--- src/rtl/assert_macros.svh ---
// Assertion macros used by the RTL of the region table.
`ifndef ASSERT_MACROS_SVH
`define ASSERT_MACROS_SVH

// Property checked on every clock edge outside reset.
`define ASSERT_CLK(lbl, clk, rst_n, prop, msg) \
  lbl: assert property (@(posedge clk) disable iff (!rst_n) (prop)) else $error(msg);

// Implication checked on the next clock edge outside reset.
`define ASSERT_NEXT(lbl, clk, rst_n, ante, cons, msg) \
  lbl: assert property (@(posedge clk) disable iff (!rst_n) (ante) |=> (cons)) else $error(msg);

`endif

--- src/rtl/vrt_pkg.sv ---
// Package with the codes and constants of the region table.
`default_nettype none
package vrt_pkg;
  localparam int unsigned MaxRegionsDef = 16;
  localparam int unsigned PageShiftDef  = 12;

  localparam logic [1:0] ReqInsert = 2'd0;
  localparam logic [1:0] ReqLookup = 2'd1;
  localparam logic [1:0] ReqFault  = 2'd2;
  localparam logic [1:0] ReqClear  = 2'd3;

  localparam logic [2:0] StOk      = 3'd0;
  localparam logic [2:0] StNoReg   = 3'd1;
  localparam logic [2:0] StDenied  = 3'd2;
  localparam logic [2:0] StBadRng  = 3'd3;
  localparam logic [2:0] StFull    = 3'd4;

  localparam logic [1:0] FcReadPresent = 2'd1;
  localparam logic [1:0] FcReadAbsent  = 2'd0;
endpackage
`default_nettype wire

--- src/rtl/vrt_table.sv ---
// Region storage memory: one write port and one registered read port.
`default_nettype none
module vrt_table #(
  parameter int unsigned MaxRegions = vrt_pkg::MaxRegionsDef,
  localparam int unsigned IdxW = $clog2(MaxRegions)
) (
  input  wire logic            clk_i,
  input  wire logic            we_i,
  input  wire logic [IdxW-1:0] waddr_i,
  input  wire logic [66:0]     wdata_i,
  input  wire logic [IdxW-1:0] raddr_i,
  output logic      [66:0]     rdata_o
);
  logic [66:0] mem_q [MaxRegions];

  always_ff @(posedge clk_i) begin
    if (we_i) begin
      mem_q[waddr_i] <= wdata_i;
    end
    rdata_o <= mem_q[raddr_i];
  end
endmodule
`default_nettype wire

--- src/rtl/vma_region_table_fault_check.sv ---
// Lookup and fault check try the cached last-hit entry first, then scan from slot 0;
// clear empties the table without a scan. Insert scans for its slot, then shifts the
// entries above it up one slot from the top down (an append shifts nothing).
// One table read port sets the pace: entries are read and checked one at a time.
// One transaction is in flight at a time; its result waits in an output register.
// Reset empties the table and the last-hit cache; region contents are not cleared.
`default_nettype none
`include "assert_macros.svh"
module vma_region_table_fault_check import vrt_pkg::*; #(
  parameter int unsigned MaxRegions = MaxRegionsDef,
  parameter int unsigned PageShift  = PageShiftDef
) (
  input  wire logic        clk_i,
  input  wire logic        rst_ni,
  input  wire logic        in_valid_i,
  output logic             in_stall_o,
  input  wire logic [1:0]  req_type_i,
  input  wire logic [31:0] addr_i,
  input  wire logic [31:0] range_end_i,
  input  wire logic [2:0]  access_flags_i,
  input  wire logic [1:0]  fault_code_i,
  output logic             out_valid_o,
  input  wire logic        out_stall_i,
  output logic [2:0]       status_o,
  output logic             hit_o,
  output logic [31:0]      found_start_o,
  output logic [31:0]      found_end_o,
  output logic [2:0]       found_flags_o,
  output logic [2:0]       page_perm_o,
  output logic [31:0]      page_base_o
);
  localparam int unsigned IdxW = $clog2(MaxRegions);
  localparam int unsigned CntW = $clog2(MaxRegions + 1);

  localparam logic [2:0] SIdle  = 3'd0;
  localparam logic [2:0] SRead  = 3'd1;
  localparam logic [2:0] SCheck = 3'd2;
  localparam logic [2:0] SShRd  = 3'd3;
  localparam logic [2:0] SShWr  = 3'd4;
  localparam logic [2:0] SDone  = 3'd5;

  logic [2:0] state_q, state_d;
  logic [CntW-1:0] count_q, count_d;
  logic [IdxW-1:0] lh_idx_q, lh_idx_d;
  logic lh_valid_q, lh_valid_d;
  logic [CntW-1:0] ptr_q, ptr_d;
  logic cache_q, cache_d;
  logic [CntW-1:0] pos_q, pos_d;
  logic [1:0] req_q;
  logic [31:0] addr_q, end_q;
  logic [2:0] flags_q;
  logic [1:0] fc_q;
  logic [31:0] prev_end_q, prev_end_d;

  logic out_valid_q, out_valid_d;
  logic [2:0] st_q, st_d;
  logic hit_q, hit_d;
  logic [31:0] fs_q, fs_d, fe_q, fe_d, pb_q, pb_d;
  logic [2:0] ff_q, ff_d, pp_q, pp_d;

  logic res_load;
  logic [2:0] res_st_q, res_ff_q, res_pp_q;
  logic res_hit_q;
  logic [31:0] res_fs_q, res_fe_q, res_pb_q;

  logic we;
  logic [IdxW-1:0] waddr, raddr;
  logic [66:0] wdata, rdata;
  logic [31:0] r_start, r_end;
  logic [2:0] r_flags;
  logic contains, ok;
  logic in_acc;

  vrt_table #(.MaxRegions(MaxRegions)) u_table (
    .clk_i, .we_i(we), .waddr_i(waddr), .wdata_i(wdata),
    .raddr_i(raddr), .rdata_o(rdata)
  );

  assign r_start  = rdata[66:35];
  assign r_end    = rdata[34:3];
  assign r_flags  = rdata[2:0];
  assign contains = (r_start <= addr_q) && (addr_q < r_end);
  assign in_acc   = in_valid_i && !in_stall_o;
  assign in_stall_o = (state_q != SIdle);

  always_comb begin
    case (fc_q)
      FcReadPresent: ok = 1'b0;
      FcReadAbsent:  ok = r_flags[0] || r_flags[2];
      default:       ok = r_flags[1];
    endcase
  end

  always_comb begin
    state_d = state_q;  count_d = count_q;  lh_idx_d = lh_idx_q;
    lh_valid_d = lh_valid_q;  ptr_d = ptr_q;  cache_d = cache_q;
    pos_d = pos_q;  prev_end_d = prev_end_q;
    out_valid_d = out_valid_q && out_stall_i;
    st_d = st_q;  hit_d = hit_q;  fs_d = fs_q;  fe_d = fe_q;
    ff_d = ff_q;  pp_d = pp_q;  pb_d = pb_q;
    res_load = 1'b0;
    we = 1'b0;  waddr = '0;  wdata = '0;  raddr = ptr_q[IdxW-1:0];
    case (state_q)
      SIdle: begin
        if (in_acc) begin
          ptr_d = '0;  pos_d = '0;  prev_end_d = '0;
          cache_d = (req_type_i != ReqInsert) && lh_valid_q
                    && (CntW'(lh_idx_q) < count_q);
          if (cache_d) ptr_d = CntW'(lh_idx_q);
          state_d = SRead;
        end
      end
      SRead: begin
        // The table read issued with ptr_q returns on the next cycle.
        state_d = SCheck;
        st_d = StOk;  hit_d = 1'b0;  fs_d = '0;  fe_d = '0;
        ff_d = '0;  pp_d = '0;  pb_d = '0;
        if (req_q == ReqClear) begin
          count_d = '0;  lh_idx_d = '0;  lh_valid_d = 1'b0;
          state_d = SDone;
        end else if (req_q == ReqInsert) begin
          if (addr_q >= end_q) begin
            st_d = StBadRng;  state_d = SDone;
          end else if (ptr_q >= count_q) begin
            pos_d = ptr_q;
            if (ptr_q != '0 && prev_end_q > addr_q) begin
              st_d = StBadRng;  state_d = SDone;
            end else if (count_q >= CntW'(MaxRegions)) begin
              st_d = StFull;  state_d = SDone;
            end else begin
              ptr_d = count_q;  state_d = SShRd;
            end
          end
        end else if (!cache_q && ptr_q >= count_q) begin
          st_d = StNoReg;  state_d = SDone;
        end
      end
      SCheck: begin
        state_d = SRead;
        if (req_q == ReqInsert) begin
          if (r_start <= addr_q) begin
            prev_end_d = r_end;  ptr_d = ptr_q + 1'b1;
          end else begin
            pos_d = ptr_q;
            if ((ptr_q != '0 && prev_end_q > addr_q) || r_start < end_q) begin
              st_d = StBadRng;  state_d = SDone;
            end else if (count_q >= CntW'(MaxRegions)) begin
              st_d = StFull;  state_d = SDone;
            end else begin
              ptr_d = count_q;  state_d = SShRd;
            end
          end
        end else if (contains) begin
          hit_d = 1'b1;  fs_d = r_start;  fe_d = r_end;  ff_d = r_flags;
          lh_idx_d = ptr_q[IdxW-1:0];  lh_valid_d = 1'b1;
          if (req_q == ReqFault) begin
            if (ok) begin
              pp_d = {1'b1, r_flags[1], 1'b0};
              pb_d = {addr_q[31:PageShift], {PageShift{1'b0}}};
            end else begin
              st_d = StDenied;
            end
          end
          state_d = SDone;
        end else begin
          if (cache_q) ptr_d = '0;
          else ptr_d = ptr_q + 1'b1;
          cache_d = 1'b0;
        end
      end
      SShRd: begin
        // Move entries up one slot from the top down to the insert point.
        if (ptr_q == pos_q) begin
          we = 1'b1;  waddr = pos_q[IdxW-1:0];
          wdata = {addr_q, end_q, flags_q};
          count_d = count_q + 1'b1;
          if (lh_valid_q && CntW'(lh_idx_q) >= pos_q) lh_idx_d = lh_idx_q + 1'b1;
          state_d = SDone;
        end else begin
          raddr = IdxW'(ptr_q - 1'b1);
          state_d = SShWr;
        end
      end
      SShWr: begin
        we = 1'b1;  waddr = ptr_q[IdxW-1:0];  wdata = rdata;
        ptr_d = ptr_q - 1'b1;  state_d = SShRd;
      end
      SDone: begin
        // The finished result moves to the output register once that register is free.
        if (!out_valid_q || !out_stall_i) begin
          out_valid_d = 1'b1;  res_load = 1'b1;  state_d = SIdle;
        end
      end
      default: state_d = SIdle;
    endcase
  end

  always_ff @(posedge clk_i or negedge rst_ni) begin
    if (!rst_ni) begin
      state_q <= SIdle;  count_q <= '0;  lh_idx_q <= '0;
      lh_valid_q <= 1'b0;  out_valid_q <= 1'b0;
    end else begin
      state_q <= state_d;  count_q <= count_d;  lh_idx_q <= lh_idx_d;
      lh_valid_q <= lh_valid_d;  out_valid_q <= out_valid_d;
    end
  end

  always_ff @(posedge clk_i) begin
    ptr_q <= ptr_d;  cache_q <= cache_d;  pos_q <= pos_d;
    prev_end_q <= prev_end_d;
    st_q <= st_d;  hit_q <= hit_d;  fs_q <= fs_d;  fe_q <= fe_d;
    ff_q <= ff_d;  pp_q <= pp_d;  pb_q <= pb_d;
    if (in_acc) begin
      req_q <= req_type_i;  addr_q <= addr_i;  end_q <= range_end_i;
      flags_q <= access_flags_i;  fc_q <= fault_code_i;
    end
    if (res_load) begin
      res_st_q <= st_q;  res_hit_q <= hit_q;  res_fs_q <= fs_q;  res_fe_q <= fe_q;
      res_ff_q <= ff_q;  res_pp_q <= pp_q;  res_pb_q <= pb_q;
    end
  end

  assign out_valid_o   = out_valid_q;
  assign status_o      = res_st_q;
  assign hit_o         = res_hit_q;
  assign found_start_o = res_fs_q;
  assign found_end_o   = res_fe_q;
  assign found_flags_o = res_ff_q;
  assign page_perm_o   = res_pp_q;
  assign page_base_o   = res_pb_q;

  `ASSERT_CLK(a_count_range, clk_i, rst_ni, count_q <= CntW'(MaxRegions), "count overflow")
  `ASSERT_CLK(a_hit_status, clk_i, rst_ni,
              !out_valid_q || res_hit_q || (res_pp_q == '0 && res_pb_q == '0),
              "page fields without hit")
  `ASSERT_NEXT(a_accept_busy, clk_i, rst_ni, in_acc, in_stall_o, "accepted while busy")
  `ASSERT_CLK(a_cache_idx, clk_i, rst_ni,
              !lh_valid_q || (CntW'(lh_idx_q) < count_q), "cache index past count")
endmodule
`default_nettype wire

--- config.mk ---
export PLATFORM = sky130hd
export DESIGN_NAME = vma_region_table_fault_check
export DESIGN_NICKNAME = d
export VERILOG_FILES = /design/src/rtl/vrt_pkg.sv /design/src/rtl/vrt_table.sv /design/src/rtl/vma_region_table_fault_check.sv
export VERILOG_INCLUDE_DIRS = /design/src /design/src/rtl
export SDC_FILE = /design/constraint.sdc
export NUM_CORES = 2
export LEC_CHECK = 0
export BUFFER_PORTS_ARGS = -buffer_cell sky130_fd_sc_hd__buf_2
export CORE_MARGIN = 1.5
export CORE_UTILIZATION = 57
export CTS_CLUSTER_DIAMETER = 50
export DETAILED_ROUTE_END_ITERATION = 8
export GPL_ROUTABILITY_DRIVEN = 1
export PLACE_DENSITY_LB_ADDON = 0.1
export SLEW_MARGIN = 20
export SYNTH_ARGS = -nofsm -noshare
export SYNTH_HDL_FRONTEND = slang
export SYNTH_SLANG_ARGS = --single-unit
--- constraint.sdc ---
create_clock -name clk_i -period 14.67 [get_ports clk_i]
set_input_delay 1.467 -clock clk_i [delete_from_list [all_inputs] [get_ports clk_i]]
set_output_delay 1.467 -clock clk_i [all_outputs]
set_load 0.02 [all_outputs]
==> results_dict.tcl <==
set metrics [dict create \
    die-area_um2 123000 \
    vias 40300 \
    holdWs_ps 417 \
    drive_gt1_share_pct 19.9 \
    track_usage_pct 30.8 \
    synth_cell_types 80 \
    cts_buffers 157 \
    synth_area_per_cell_um2 16.5 \
    setup_viol 0 \
    dr.pass1.iters 7 \
    utilization_pct 64.4 \
    hold_class "register to register" \
    synth_warnings 0 \
    synth-seq-cells 1453 \
    startpoint_type "register" \
    wl_um 188000 \
    cts-root-buf "clkbuf_16" \
    die_height_um 351 \
    hold_buffers 0 \
    dpl.hpwl_um 114000 \
    overflow 0 \
    via_per_inst 6.59 \
    worstPathRequired_ps 15380 \
    tightest_slew_ps 1210 \
    grt_max_degree 137 \
    ctsHtreeMaxLevel 4 \
    ys_seq_area_share_pct 62.1 \
    ant_nets 0 \
    start_util_pct 57.6 \
    tns_ps 0 \
    synthArstFlopShare_pct 0.964 \
    insertion_delay_ps 810 \
    worstPathCellList "inv_8 > ha_4 > buf_12 > buf_4 > buf_4 > buf_4 > mux2i_1 > mux4_2 > o22a_1 > o221ai_2" \
    relSlewSlack_pct 19.3 \
    p_per_area_nw_per_um2 216 \
    reg2reg_from "ptr_q[0]" \
    drc 0 \
    antenna_found_initial 7 \
    drt_iter0_drc 4711 \
    maxSlewViolCount 0 \
    final_hold_viol_count 0 \
    clock_path_buffers 3 \
    ctsResizeCount 0 \
    leakage_nw 28.5 \
    wl_per_cell_um 30.7 \
    crit_type "register to register" \
    maxCapViolations 0 \
    area_delta_synth_final_pct 11.9 \
    cp_max_fo 66 \
    hp-start "st_q[0]" \
    cpPeakStageDelay_ps 910 \
    design.core.area_um2 120000 \
    fp-row-count 127 \
    worst_setup_path_end_kind "register" \
    crit_path_top_delay_cell "buf_4" \
    tritoncts "built" \
    crit_arrival_ps 6750 \
    max_freq_mhz 166 \
    die_w_um 351 \
    grt_pass1_wl_um 272000 \
    worstSetupStartpoint "ptr_q[0]" \
    total_power_mw 16.7 \
    port_buffers 169 \
    cts.clk_slew.worst_paths_ps 60 \
    routabilityCongestion 0.893 \
    grt_pass1_vias 39400 \
    path_delay_family "buffers and inverters" \
    rsz0062_at_grt "false" \
    netlist_area_um2 69100 \
    period_share_pct 41.1 \
    synth_ff_type "edfxtp_1" \
    syn-instance-count 4175 \
    synth-edff-count 1372 \
    fin_nets 4617 \
    post-route-min-period_ps 6030 \
    post_cts_buffers 0 \
    cp_num_buf_inv 5 \
    status "complete, no violations" \
    fin_skew_ps 31.5 \
    cpMostUsedCell "buf_4" \
    clock-sinks 1453 \
    ioPinCount 183 \
    irDropWorstVdd_mv 0.301 \
]
## synth_stat cells, types with 9 or more instances
| cell type | instances | area [um2] |
|---|---|---|
| o21a_1 | 10 | 75.1 |
| xor2_1 | 9 | 78.8 |
| nor2_1 | 118 | 443 |
| o21ai_0 | 79 | 395 |
| mux2i_1 | 1073 | 10700 |
| clkbuf_1 | 131 | 492 |
| ha_1 | 176 | 2200 |
| a211oi_1 | 17 | 128 |
| mux4_2 | 242 | 5450 |
| and3_1 | 35 | 219 |
| buf_6 | 21 | 236 |
| nor4_1 | 11 | 68.8 |
| o22a_1 | 68 | 596 |
| o221ai_1 | 25 | 219 |
| buf_1 | 12 | 45.0 |
| nand2_1 | 100 | 375 |
| o22ai_1 | 38 | 238 |
| buf_2 | 78 | 390 |
| a211o_1 | 9 | 78.8 |
| o221ai_2 | 45 | 676 |
| a21o_1 | 14 | 105 |
| edfxtp_1 | 1372 | 41200 |
| inv_1 | 114 | 428 |
| nand4_1 | 27 | 169 |
| nand3_1 | 24 | 120 |
| buf_4 | 25 | 188 |
| nor3_1 | 10 | 50.1 |
| a21oi_1 | 68 | 340 |
| dfrtp_1 | 14 | 350 |
| mux4_1 | 25 | 657 |
| dfxtp_1 | 67 | 1340 |
## final cells by class
cell class / count / area, um2
fill: 8460 / 42700
antenna: 1 / 2.50
timing repair buffer: 287 / 1880
multi-input combinational: 2351 / 24800
inverter: 116 / 443
tap: 1612 / 2020
clock inverter: 94 / 952
sequential: 1453 / 42900
clock buffer: 198 / 4280
## cells in the final DEF, fill, tap and decap left out, drive strengths merged, types with 8 or more instances in the layout
cell      synthesis  final
nor4             11     11
edfxtp         1372   1372
a211o             9      9
nand4            28     28
ha              176    176
nor3             11     11
o221ai           70     70
nand2b            8      8
bufinv            0     13
o21ai            84     84
clkinvlp          0     10
and3             35     35
xor2              9      9
o22ai            38     38
nand2           100    100
conb              1     13
o22a             68     68
nand3            24     24
o21a             10     10
dfxtp            67     67
inv             115    128
clkinv            1     59
dfrtp            14     14
mux4            267    267
mux2i          1073   1073
nor2            119    119
clkbuf          131    198
a21oi            71     71
buf             136    287
a31oi             8      8
nor2b             8      8
a21o             14     14
a211oi           18     18
## flip-flops by register name, summed over array words and instances (netlist names), 20 cells and up
name,flops
found_end_o,32
u_table.rdata_o,67
page_base_o,20
prev_end_q,32
pb_q,20
fs_q,32
found_start_o,32
fe_q,32
u_table.mem_q,1072
addr_q,32
end_q,32
## metal layers
metal  vias up  GRT usage [%]  part of all wire (%)
met2      1919           47.4                    46
met1     20800           43.7                    41
met3       332           6.78                   9.5
met4         6           10.8                   3.4
met5         -              0                 0.019
li1      17200              -                     -
## kinds of logic (layout without fill, tap and decap cells)
family	Yosys count	after routing	synth area share, %
other cells	1	14	0.00543
buf+inv	383	695	2.59
fa+ha+maj	176	176	3.19
flops	1453	1453	62.1
simple gates	370	370	2.58
xor+xnor	14	14	0.188
mux	1342	1342	24.4
compound gates	436	436	4.91
## report_power, final
part,switching (mW),internal [mW]
logic,3.94,2.98
registers,0.410,5.38
clock network,1.65,2.31
total,6.00,10.7
## worst reg2reg max path, cell delays in order, from the launching register on
cell,delay (ps)
edfxtp_1,770
inv_8,400
ha_4,870
buf_12,350
buf_4,540
buf_4,920
buf_4,970
mux2i_1,350
mux4_2,510
o22a_1,220
o221ai_2,70
## stage by stage
step / std cells / cell area (um2) / setup slack (ps)
6_report: 6112 / 77300 / 8640
5_1_grt: 6112 / 77300 / 8470
4_1_cts: 6109 / 77100 / 8600
3_5_place_dp: 5817 / 71900 / 8610
3_3_place_gp: 5812 / 71800 / 8740
2_1_floorplan: 4187 / 69100 / 7660
## final timing paths
check / slack [ps] / to / cells past startpoint
max: 8640 / u_table.rdata_o[52] / 10
min in group asynchronous: 590 / count_q[1] / 1
max reg2reg: 8640 / u_table.rdata_o[52] / 10
min reg2reg: 420 / status_o[0] / 0
max in group asynchronous: 13780 / state_q[1] / 1
min: 420 / status_o[0] / 0
Note: power is estimated with default switching activity, not from simulation.
